File: src/sv/lsfs_pkg.sv
// Shared types, constants and helpers for the LED strip frame serializer.
package lsfs_pkg;

  // Width of the LED counter. The led_count port is 16 bits wide.
  localparam int COUNT_WIDTH = 16;
  localparam int END_WIDTH   = COUNT_WIDTH - 3;
  localparam int LED_PORT_W  = 16;
  localparam int BRIGHT_W    = 5;

  // Depth of the queue between the request front end and the bit engine.
  localparam int QDEPTH = 2;
  localparam int QPTR_W = (QDEPTH > 1) ? $clog2(QDEPTH) : 1;
  localparam int QCNT_W = $clog2(QDEPTH + 1);

  // Request command codes.
  localparam logic CMD_LOAD = 1'b0;
  localparam logic CMD_TICK = 1'b1;

  // One classified request as it travels through the queue.
  typedef struct packed {
    logic                   is_tick;
    logic [7:0]             red;
    logic [7:0]             green;
    logic [7:0]             blue;
    logic [COUNT_WIDTH-1:0] leds;
    logic [END_WIDTH-1:0]   end_bytes;
  } lsfs_item_t;

  // Head of the queue as seen by the bit engine.
  typedef struct packed {
    logic       valid;
    lsfs_item_t item;
  } lsfs_head_t;

  // LED count masked to the counter width.
  function automatic logic [COUNT_WIDTH-1:0] count_of(input logic [LED_PORT_W-1:0] raw);
    logic [LED_PORT_W+COUNT_WIDTH-1:0] wide;
    wide = (LED_PORT_W + COUNT_WIDTH)'(raw);
    return wide[COUNT_WIDTH-1:0];
  endfunction

  // Number of closing zero bytes: ceil(count / 16).
  function automatic logic [END_WIDTH-1:0] end_bytes_of(input logic [COUNT_WIDTH-1:0] cnt);
    logic [COUNT_WIDTH:0] sum;
    sum = {1'b0, cnt} + (COUNT_WIDTH + 1)'(15);
    return sum[COUNT_WIDTH:4];
  endfunction

endpackage

File: src/sv/lsfs_front.sv
// Request front end: decodes the command and precomputes the frame length.
module lsfs_front import lsfs_pkg::*; (
  input  logic                  in_valid,
  output logic                  in_stall,
  input  logic                  in_cmd,
  input  logic [7:0]            in_red,
  input  logic [7:0]            in_green,
  input  logic [7:0]            in_blue,
  input  logic [LED_PORT_W-1:0] in_led_count,
  input  logic                  q_full,
  output logic                  q_push,
  output lsfs_item_t            q_item
);

  logic [COUNT_WIDTH-1:0] cnt;

  assign cnt      = count_of(in_led_count);
  assign in_stall = q_full;
  assign q_push   = in_valid && !q_full;

  always_comb begin
    q_item.is_tick   = (in_cmd == CMD_TICK);
    q_item.red       = in_red;
    q_item.green     = in_green;
    q_item.blue      = in_blue;
    q_item.leds      = cnt;
    q_item.end_bytes = end_bytes_of(cnt);
  end

endmodule

File: src/sv/lsfs_queue.sv
// Short request queue between the front end and the bit engine.
module lsfs_queue import lsfs_pkg::*; (
  input  logic       clk,
  input  logic       rst_n,
  input  logic       push,
  input  lsfs_item_t push_item,
  output logic       full,
  input  logic       pop,
  output lsfs_head_t head
);

  lsfs_item_t          mem_r [QDEPTH];
  logic [QPTR_W-1:0]   wr_ptr_r, wr_ptr_nxt;
  logic [QPTR_W-1:0]   rd_ptr_r, rd_ptr_nxt;
  logic [QCNT_W-1:0]   cnt_r, cnt_nxt;
  logic                do_pop;

  assign full       = (cnt_r == QCNT_W'(QDEPTH));
  assign head.valid = (cnt_r != '0);
  assign head.item  = mem_r[rd_ptr_r];
  assign do_pop     = pop && head.valid;

  always_comb begin
    wr_ptr_nxt = wr_ptr_r;
    rd_ptr_nxt = rd_ptr_r;
    cnt_nxt    = cnt_r;
    if (push) begin
      wr_ptr_nxt = (wr_ptr_r == QPTR_W'(QDEPTH - 1)) ? '0 : wr_ptr_r + 1'b1;
    end
    if (do_pop) begin
      rd_ptr_nxt = (rd_ptr_r == QPTR_W'(QDEPTH - 1)) ? '0 : rd_ptr_r + 1'b1;
    end
    if (push && !do_pop) begin
      cnt_nxt = cnt_r + 1'b1;
    end else if (do_pop && !push) begin
      cnt_nxt = cnt_r - 1'b1;
    end
  end

  always_ff @(posedge clk) begin
    if (!rst_n) begin
      wr_ptr_r <= '0;
      rd_ptr_r <= '0;
      cnt_r    <= '0;
    end else begin
      wr_ptr_r <= wr_ptr_nxt;
      rd_ptr_r <= rd_ptr_nxt;
      cnt_r    <= cnt_nxt;
    end
  end

  always_ff @(posedge clk) begin
    if (push) begin
      mem_r[wr_ptr_r] <= push_item;
    end
  end

endmodule

File: src/sv/lsfs_back.sv
// Bit engine: walks the frame sections and registers one result per request.
module lsfs_back import lsfs_pkg::*; (
  input  logic                clk,
  input  logic                rst_n,
  input  logic [BRIGHT_W-1:0] brightness,
  input  lsfs_head_t          head,
  output logic                pop,
  output logic                out_valid,
  input  logic                out_stall,
  output logic                out_data_bit,
  output logic                out_bit_valid,
  output logic                out_frame_last,
  output logic                out_busy_res,
  output logic                out_load_rejected
);

  localparam logic [1:0] SEC_START = 2'd0;
  localparam logic [1:0] SEC_LED   = 2'd1;
  localparam logic [1:0] SEC_END   = 2'd2;

  logic                   active_r, active_nxt;
  logic [1:0]             section_r, section_nxt;
  logic [2:0]             bit_pos_r, bit_pos_nxt;
  logic [1:0]             byte_pos_r, byte_pos_nxt;
  logic [COUNT_WIDTH-1:0] leds_left_r, leds_left_nxt;
  logic [END_WIDTH-1:0]   end_left_r, end_left_nxt;
  logic [7:0]             red_r, green_r, blue_r;
  logic [7:0]             cur_byte;
  logic [COUNT_WIDTH-1:0] leds_dec;
  logic [END_WIDTH-1:0]   end_dec;
  logic                   do_load, do_tick;

  logic out_valid_r;
  logic data_r, data_nxt;
  logic bitv_r, bitv_nxt;
  logic last_r, last_nxt;
  logic busy_r;
  logic rej_r, rej_nxt;

  assign pop     = head.valid && (!out_valid_r || !out_stall);
  assign do_load = pop && !head.item.is_tick && !active_r;
  assign do_tick = pop && head.item.is_tick && active_r;

  assign leds_dec = leds_left_r - 1'b1;
  assign end_dec  = end_left_r - 1'b1;

  always_comb begin
    cur_byte = 8'h00;
    if (section_r == SEC_LED) begin
      case (byte_pos_r)
        2'd0:    cur_byte = {3'b111, brightness};
        2'd1:    cur_byte = blue_r;
        2'd2:    cur_byte = green_r;
        default: cur_byte = red_r;
      endcase
    end
  end

  always_comb begin
    active_nxt    = active_r;
    section_nxt   = section_r;
    bit_pos_nxt   = bit_pos_r;
    byte_pos_nxt  = byte_pos_r;
    leds_left_nxt = leds_left_r;
    end_left_nxt  = end_left_r;
    data_nxt      = 1'b0;
    bitv_nxt      = 1'b0;
    last_nxt      = 1'b0;
    rej_nxt       = pop && !head.item.is_tick && active_r;

    if (do_load) begin
      active_nxt    = 1'b1;
      section_nxt   = SEC_START;
      bit_pos_nxt   = '0;
      byte_pos_nxt  = '0;
      leds_left_nxt = head.item.leds;
      end_left_nxt  = head.item.end_bytes;
    end else if (do_tick) begin
      data_nxt    = cur_byte[~bit_pos_r];
      bitv_nxt    = 1'b1;
      bit_pos_nxt = bit_pos_r + 1'b1;
      if (bit_pos_r == 3'd7) begin
        unique case (section_r)
          SEC_START: begin
            byte_pos_nxt = byte_pos_r + 1'b1;
            if (byte_pos_r == 2'd3) begin
              if (leds_left_r != '0) begin
                section_nxt = SEC_LED;
              end else if (end_left_r != '0) begin
                section_nxt = SEC_END;
              end else begin
                active_nxt = 1'b0;
              end
            end
          end
          SEC_LED: begin
            byte_pos_nxt = byte_pos_r + 1'b1;
            if (byte_pos_r == 2'd3) begin
              leds_left_nxt = leds_dec;
              if (leds_dec == '0) begin
                if (end_left_r != '0) begin
                  section_nxt = SEC_END;
                end else begin
                  active_nxt = 1'b0;
                end
              end
            end
          end
          default: begin
            // The end section (and the unused code) sends zero bytes.
            end_left_nxt = end_dec;
            if (end_dec == '0) begin
              active_nxt = 1'b0;
            end
          end
        endcase
        last_nxt = !active_nxt;
      end
    end
  end

  always_ff @(posedge clk) begin
    if (!rst_n) begin
      active_r    <= 1'b0;
      section_r   <= SEC_START;
      bit_pos_r   <= '0;
      byte_pos_r  <= '0;
      out_valid_r <= 1'b0;
    end else begin
      active_r   <= active_nxt;
      section_r  <= section_nxt;
      bit_pos_r  <= bit_pos_nxt;
      byte_pos_r <= byte_pos_nxt;
      if (pop) begin
        out_valid_r <= 1'b1;
      end else if (!out_stall) begin
        out_valid_r <= 1'b0;
      end
    end
  end

  always_ff @(posedge clk) begin
    leds_left_r <= leds_left_nxt;
    end_left_r  <= end_left_nxt;
    if (do_load) begin
      red_r   <= head.item.red;
      green_r <= head.item.green;
      blue_r  <= head.item.blue;
    end
    if (pop) begin
      data_r <= data_nxt;
      bitv_r <= bitv_nxt;
      last_r <= last_nxt;
      busy_r <= active_nxt;
      rej_r  <= rej_nxt;
    end
  end

  assign out_valid         = out_valid_r;
  assign out_data_bit      = data_r;
  assign out_bit_valid     = bitv_r;
  assign out_frame_last    = last_r;
  assign out_busy_res      = busy_r;
  assign out_load_rejected = rej_r;

endmodule

File: src/sv/led_strip_frame_serializer.sv
// An accepted request is first written into the request queue; its result is then
// registered on the outputs when the bit engine pops the request from the queue.
// Throughput: one request per cycle while out_stall is low, one bit engine step per request.
// A two-entry request queue absorbs output stalls; input stalls only when it is full.
// Reset (rst_n low, synchronous) empties the queue, drops any frame in progress and
// returns global brightness to 31.
module led_strip_frame_serializer import lsfs_pkg::*; (
  input  logic                  clk,
  input  logic                  rst_n,
  input  logic                  cfg_wr_en,
  input  logic [BRIGHT_W-1:0]   cfg_wr_data,
  input  logic                  in_valid,
  output logic                  in_stall,
  input  logic                  in_cmd,
  input  logic [7:0]            in_red,
  input  logic [7:0]            in_green,
  input  logic [7:0]            in_blue,
  input  logic [LED_PORT_W-1:0] in_led_count,
  output logic                  out_valid,
  input  logic                  out_stall,
  output logic                  out_data_bit,
  output logic                  out_bit_valid,
  output logic                  out_frame_last,
  output logic                  out_busy_res,
  output logic                  out_load_rejected
);

  // Global brightness register. The user must write it only while no request is in flight
  // (not enforced), so the bit engine can read it directly when a header byte goes out.
  logic [BRIGHT_W-1:0] brightness_r;

  logic       q_full;
  logic       q_push;
  lsfs_item_t q_item;
  logic       q_pop;
  lsfs_head_t q_head;

  always_ff @(posedge clk) begin
    if (!rst_n) begin
      brightness_r <= BRIGHT_W'(31);
    end else if (cfg_wr_en) begin
      brightness_r <= cfg_wr_data;
    end
  end

  // The front end classifies each request as a load or a tick and works out
  // the closing byte count of a load, so the engine only sequences bits.
  lsfs_front u_front (
    .in_valid     (in_valid),
    .in_stall     (in_stall),
    .in_cmd       (in_cmd),
    .in_red       (in_red),
    .in_green     (in_green),
    .in_blue      (in_blue),
    .in_led_count (in_led_count),
    .q_full       (q_full),
    .q_push       (q_push),
    .q_item       (q_item)
  );

  // The queue lets the input keep flowing while a finished result waits.
  lsfs_queue u_queue (
    .clk       (clk),
    .rst_n     (rst_n),
    .push      (q_push),
    .push_item (q_item),
    .full      (q_full),
    .pop       (q_pop),
    .head      (q_head)
  );

  // The engine owns all frame state and decides at its own step whether a
  // load is taken or rejected, so the front end never needs frame state.
  lsfs_back u_back (
    .clk               (clk),
    .rst_n             (rst_n),
    .brightness        (brightness_r),
    .head              (q_head),
    .pop               (q_pop),
    .out_valid         (out_valid),
    .out_stall         (out_stall),
    .out_data_bit      (out_data_bit),
    .out_bit_valid     (out_bit_valid),
    .out_frame_last    (out_frame_last),
    .out_busy_res      (out_busy_res),
    .out_load_rejected (out_load_rejected)
  );

endmodule
File: config.mk
export PLATFORM = sky130hd
export DESIGN_NAME = led_strip_frame_serializer
export DESIGN_NICKNAME = d
export VERILOG_FILES = /design/src/sv/lsfs_pkg.sv /design/src/sv/lsfs_front.sv /design/src/sv/lsfs_queue.sv /design/src/sv/lsfs_back.sv /design/src/sv/led_strip_frame_serializer.sv
export SDC_FILE = /design/constraint.sdc
export NUM_CORES = 1
export LEC_CHECK = 0
export ABC_AREA = 1
export BUFFER_PORTS_ARGS = -buffer_cell sky130_fd_sc_hd__buf_2
export CAP_MARGIN = 30
export CORE_MARGIN = 3
export CORE_UTILIZATION = 55
export DETAILED_ROUTE_END_ITERATION = 8
export HOLD_SLACK_MARGIN = 0.06
export PLACE_DENSITY = 0.74
export RECOVER_POWER = 100
export SYNTH_ARGS = -nofsm -noshare
export SYNTH_HDL_FRONTEND = slang
export SYNTH_SLANG_ARGS = --single-unit
File: constraint.sdc
create_clock -name clk -period 3.7 [get_ports clk]
set_input_delay 0.37 -clock clk [delete_from_list [all_inputs] [get_ports clk]]
set_output_delay 0.37 -clock clk [all_outputs]
set_load 0.1 [all_outputs]
# Word-level counts from Yosys, hierarchy flattened
# Memory sizes are Yosys's and may differ from the RTL's. A register that Yosys moved wholly into a read port is not among the register bits.
# Index checks and enable logic that the tools add are counted.
# totals
wordCells,128
out_inout_bits,7
mem_bits_ro,0
input_bits,51
ramBits,108
memories,1
latchBits,0
regBits,76
# mem_list
memory,words,word_bits,rd,rd_ports_with_merged_regs,write_ports,line_no,text
u_queue.mem_r,2,54,1,1,1,lsfs_queue.sv:12,lsfs_item_t mem_r [QDEPTH];
# classes
bitwise_logic,4
shifts,0
reduce_logical,40
multipliers,0
div,0
eq_ne,11
n_lt_le_gt_ge,1
n_addsub,9
muxes,43
# op_table
operator,n
$mux 16,5
$mux 13,4
$pmux 8 s3,1
$mux 1,22
$add 16x4->17 const B,1
$logic_not 16->1,1
$reduce_bool 16->1,1
$sub 16x1->16 const B,1
$mux 2,7
$reduce_bool 2->1,7
$logic_not 13->1,1
$reduce_bool 13->1,1
$sub 13x1->13 const B,1
$logic_and 1x1->1,10
$logic_not 1->1,8
$mux 8,1
$eq 2x2->1 const B,3
$ne 2x1->1 const B,3
$reduce_and 3->1,2
$reduce_and 6->1,1
$reduce_or 2->1,3
$add 2x1->2 const B,2
$eq 2x1->1 const B,2
$logic_not 2->1,2
14 further kinds,18

# Longest topological paths before layout
# depth
ltp_word,11
ltp_mapped,15
depth_no_buf,15

# Hierarchy
# Synthesis repeated with hierarchy kept, for this count alone.
# unflattened
hier_cells,770
area_unflattened_um2,8879.8
# modules_own_cells
module,area_each_um2,seq_area_each_um2,instances,cells_per_inst
lsfs_queue,4385.5,3343.2,1,204
lsfs_back,3676.0,1921.8,1,431
lsfs_front,651.9,0.0,1,114
led_strip_frame_serializer,166.4,100.1,1,21

# Worst setup path before layout
# OpenSTA, ideal clock, no wires.
# synth_timing
kind,register to register
from,register u_queue.cnt_r[1]
to,"memory u_queue.mem_r[1][0] (netlist name), enable pin"
slack_ns,0.415
required_time_ns,3.233
period_less_slack_ns,3.285
stages_incl_launch_ff,4
arrival_ns,2.818
setup_time_ns,0.467
path_buffers,0
path_cell_list,dfxtp_1 > inv_1 > o21ai_0 > nor2_1
# synth_between
elab_chain_len,5
# synth_lines
item,line_no,text
start: declaration,lsfs_queue.sv:15,"logic [QCNT_W-1:0] cnt_r, cnt_nxt;"
start signal: assignment,lsfs_queue.sv:48,cnt_r <= cnt_nxt;
$eq 2x2->1,lsfs_queue.sv:18,assign full = (cnt_r == QCNT_W'(QDEPTH));
$logic_not 1->1,lsfs_front.sv:19,assign q_push = in_valid && !q_full;
$logic_and 1x1->1,lsfs_front.sv:19,
$mux 1,lsfs_queue.sv:53,if (push) begin
$mux 1 (implied by the code),lsfs_queue.sv:54,mem_r[wr_ptr_r] <= push_item;
end: declaration,lsfs_queue.sv:12,
# No other way between the ends.

# Worst setup path after layout
# layout_timing
from,register u_queue.cnt_r[0]
to,"register u_back.end_left_r[3], enable pin"
# layout_between
elab_chain_len,6
elab_cells_between_ends,10
cone_classes,1 x eq/ne; 9 x reduce/logical
# layout_lines
item,line_no,text
$reduce_bool 2->1 *,lsfs_queue.sv:19,assign head.valid = (cnt_r != '0);
$logic_and 1x1->1 *,lsfs_back.sv:40,assign pop = head.valid && (!out_valid_r || !out_stall);
via q_pop,led_strip_frame_serializer.sv:35,logic q_pop;
"$logic_and 1x1->1, on equally long branches (2 in a row)","lsfs_back.sv:41, lsfs_back.sv:42",
$ne 2x1->1 (no source line) / $reduce_bool 2->1 (equally long branches),n/a,
$reduce_and 3->1 (no source line) *,n/a,
end signal: assignment,lsfs_back.sv:144,end_left_r <= end_left_nxt;
end: declaration,lsfs_back.sv:26,"logic [END_WIDTH-1:0] end_left_r, end_left_nxt;"
# The timed path passes the listed nets; every way through them passes the cells marked *.
# A chain may end at the register's enable or synchronous reset.

==> results.toml <==
[die]
fp.dieW_um = 129
core_sq_um = 14600
ios = 58
chipHeight_um = 129
rows = 44
initial_core_util = 0.566
die-area_sq_um = 16500

[synth]
yosysWarningCount = 0
syn_inst = 731
synth.top_cell.area_share = 0.603
muxShareOfSynthArea = 0.0406
yosysTopAreaCell = "edfxtp_1"
synth_seq_cells = 185
synth-xor-area-share = 0.0136
synth.area.top_cells = "edfxtp_1, nand2_1, dfxtp_1"
synth_ff_type = "edfxtp_1"
syn_area_per_cell_sq_um = 11.3
synth_edf_count = 166
ys_seq_area_frac = 0.649
yosys.area_share.simple = 0.158
synth.distinct_cells = 45
synth_area_sq_um = 8260
synth_fp_nets = 794
synthAdderAreaFrac = 0.0182
async_reset_ff_frac = 0
synth_compound_area_frac = 0.0706
synth_top_family_by_area = "simple AND/OR/NAND/NOR gates"

[timing]
slew_viol_final = 134
finalSetupTns_ns = 0
setup_viol = 0
skew_ns = 0.00892
slew_headroom = -0.118
fmax_mhz = 369
min_period_ns = 2.71
rsz0062_at_grt = "no"
holdWs_ns = 0.119
hold_viol = 0
post-route-period-util = 0.732
tightestPinTransition_ns = 1.68

[detailed_routing]
antenna_left = 0
vias = 5362
vias_per_cell = 5.42
drt-initial-drc-count = 431
drc_errors = 0
drtPass1Iterations = 5
wl_per_cell_um = 15.3
drt-total-wl_mm = 15.1

[clock_network]
cts_buffers = 17
cts_tree = "done"
cts_setup_buffers = 0
cts_resized = 0
clk_latency_ns = 0.43
path_clk_slew_ns = 0.07
postCtsHoldBufs = 0
cts_root_buf = "clkbuf_16"
clock_path_buffers = 2
htreeDepth = 4
clock-sinks = 185

[layout]
final_nets = 856
final_common_cell = "edfxtp_1"
finish.instance_area_sq_um = 9230
final_cell_mix = "edfxtp_1, nand2_1, inv_1, nor2_1, nand3_1"
diodes = 0
fill_cells = 1111
drive_above_1_share = 0.138
area_delta_synth_final_pct = 11.8

[job]
cap_viol_max_count = 2

[setup_path]
crit_fanout = 25
path_class = "reg2reg"
rrSetupSlack_ns = 0.99
reg2reg_depth = 6
r2r_end = "u_back.end_left_r[3]"
crit_path_start_kind = "flop"
end_kind = "flop"
required_ns = 3.73
r2r_start = "u_queue.cnt_r[0]"
cp.arrival_ns = 2.74

[power_and_ir_drop]
ir_drop_mv = 0.380
leakagePower_nw = 3.52
finalPower_w = 0.00662
powerDensity_nw_per_um2 = 717

[outcome]
violations = "max-capacitance violations, max-slew violations"
status = "finished, violations left"

[min_path]
whs_path_depth = 1
hold_class = "in2reg"
worstHoldStart = "in_red[5]"
hold_path_end = "u_queue.mem_r[0][50]"

[place]
io_buffers = 57
dp_hpwl_mm = 10.1
gp_congestion = 0.872
post_dp_cell_area_sq_um = 8770

[grt]
grt_pass1_wl_mm = 25.1
grt_max_degree = 78
globalRouteTotalUtil = 0.194
antenna_found_initial = 0
overflow = 0
grt_pass1_vias = 5393
registers in the layout (all words and copies together) (netlist names), 2 cells and up, named ones only:
| register | cells |
|---|---|
| u_back.red_r | 8 |
| u_back.blue_r | 8 |
| u_back.green_r | 8 |
| u_queue.mem_r | 108 |
| brightness_r | 5 |
| u_back.bit_pos_r | 3 |
| u_back.byte_pos_r | 2 |
| u_queue.cnt_r | 2 |
| u_back.section_r | 2 |
| u_back.end_left_r | 13 |
| u_back.leds_left_r | 16 |
cells by family after synthesis:
group	after synthesis
mux	30
compound gates	97
flops	185
xor+xnor	12
buf+inv	104
fa+ha+maj	12
simple gates	291
synth_stat cells (all sizes together), types with 3 or more instances:
cell type / count
o21ai: 41
a21oi: 20
xnor2: 5
nor3: 3
o211ai: 18
dfxtp: 19
nor2: 76
a22oi: 5
clkbuf: 12
mux2: 25
buf: 7
nand4: 5
a31oi: 4
inv: 85
mux2i: 5
nand2: 158
edfxtp: 166
nand3: 44
xor2: 7
ha: 12
a211oi: 4
where the power goes:
group / internal [W] / switching [W] / total, W
Combinational: 0.000483 / 0.00124 / 0.00172
Clock: 0.000948 / 0.000793 / 0.00174
Sequential: 0.00294 / 0.000215 / 0.00315
metrics by stage:
step,utilization,setup slack (ns),std cells
final,0.633,0.991,990
after global routing,0.633,0.659,990
after CTS,0.640,1.44,990
after detailed placement,0.601,1.39,958
after global placement,0.601,1.49,958
after floorplan,-,0.415,731
per-layer routing:
layer  vias to the layer above  GRT usage  wire [um]
met1                      2536      0.261       6930
met2                       148      0.309       7070
met3                        34     0.0469        793
met5                         -          0          0
li1                       2644          -          -
met4                         0     0.0766        332
worst max-delay path, cell delays in order, from the launching register on:
cell and delay [ns]:
dfxtp_1 0.33, o21ai_0 0.35, inv_1 0.26, nand2_1 0.17, nor2_1 0.07, inv_1 0.56
nand2_1 0.56
layout make-up:
type,instances,area [sq um],area share
flip-flops and latches,185,5370,0.581
repair buffers,62,292,0.0316
inverters,85,319,0.0346
clock buffers,19,433,0.0469
multi-input cells,442,2460,0.266
clock inverters,13,138,0.0149
well taps,184,230,0.0249
worst max-delay path by stage:
stage / startpoint / endpoint / slack (ns) / cells after the start
2_1_floorplan: u_queue.cnt_r[1] / u_queue.mem_r[1][0] / 0.42 / 3
3_3_place_gp: out_stall / u_back.end_left_r[0] / 1.49 / 8
3_5_place_dp: out_stall / u_back.end_left_r[1] / 1.39 / 8
4_1_cts: u_queue.cnt_r[1] / u_back.end_left_r[1] / 1.44 / 6
5_1_grt: u_back.out_valid / u_back.leds_left_r[11] / 0.66 / 8
6_report: u_queue.cnt_r[0] / u_back.end_left_r[3] / 0.99 / 6
Note: power is estimated with default switching activity, not from simulation.
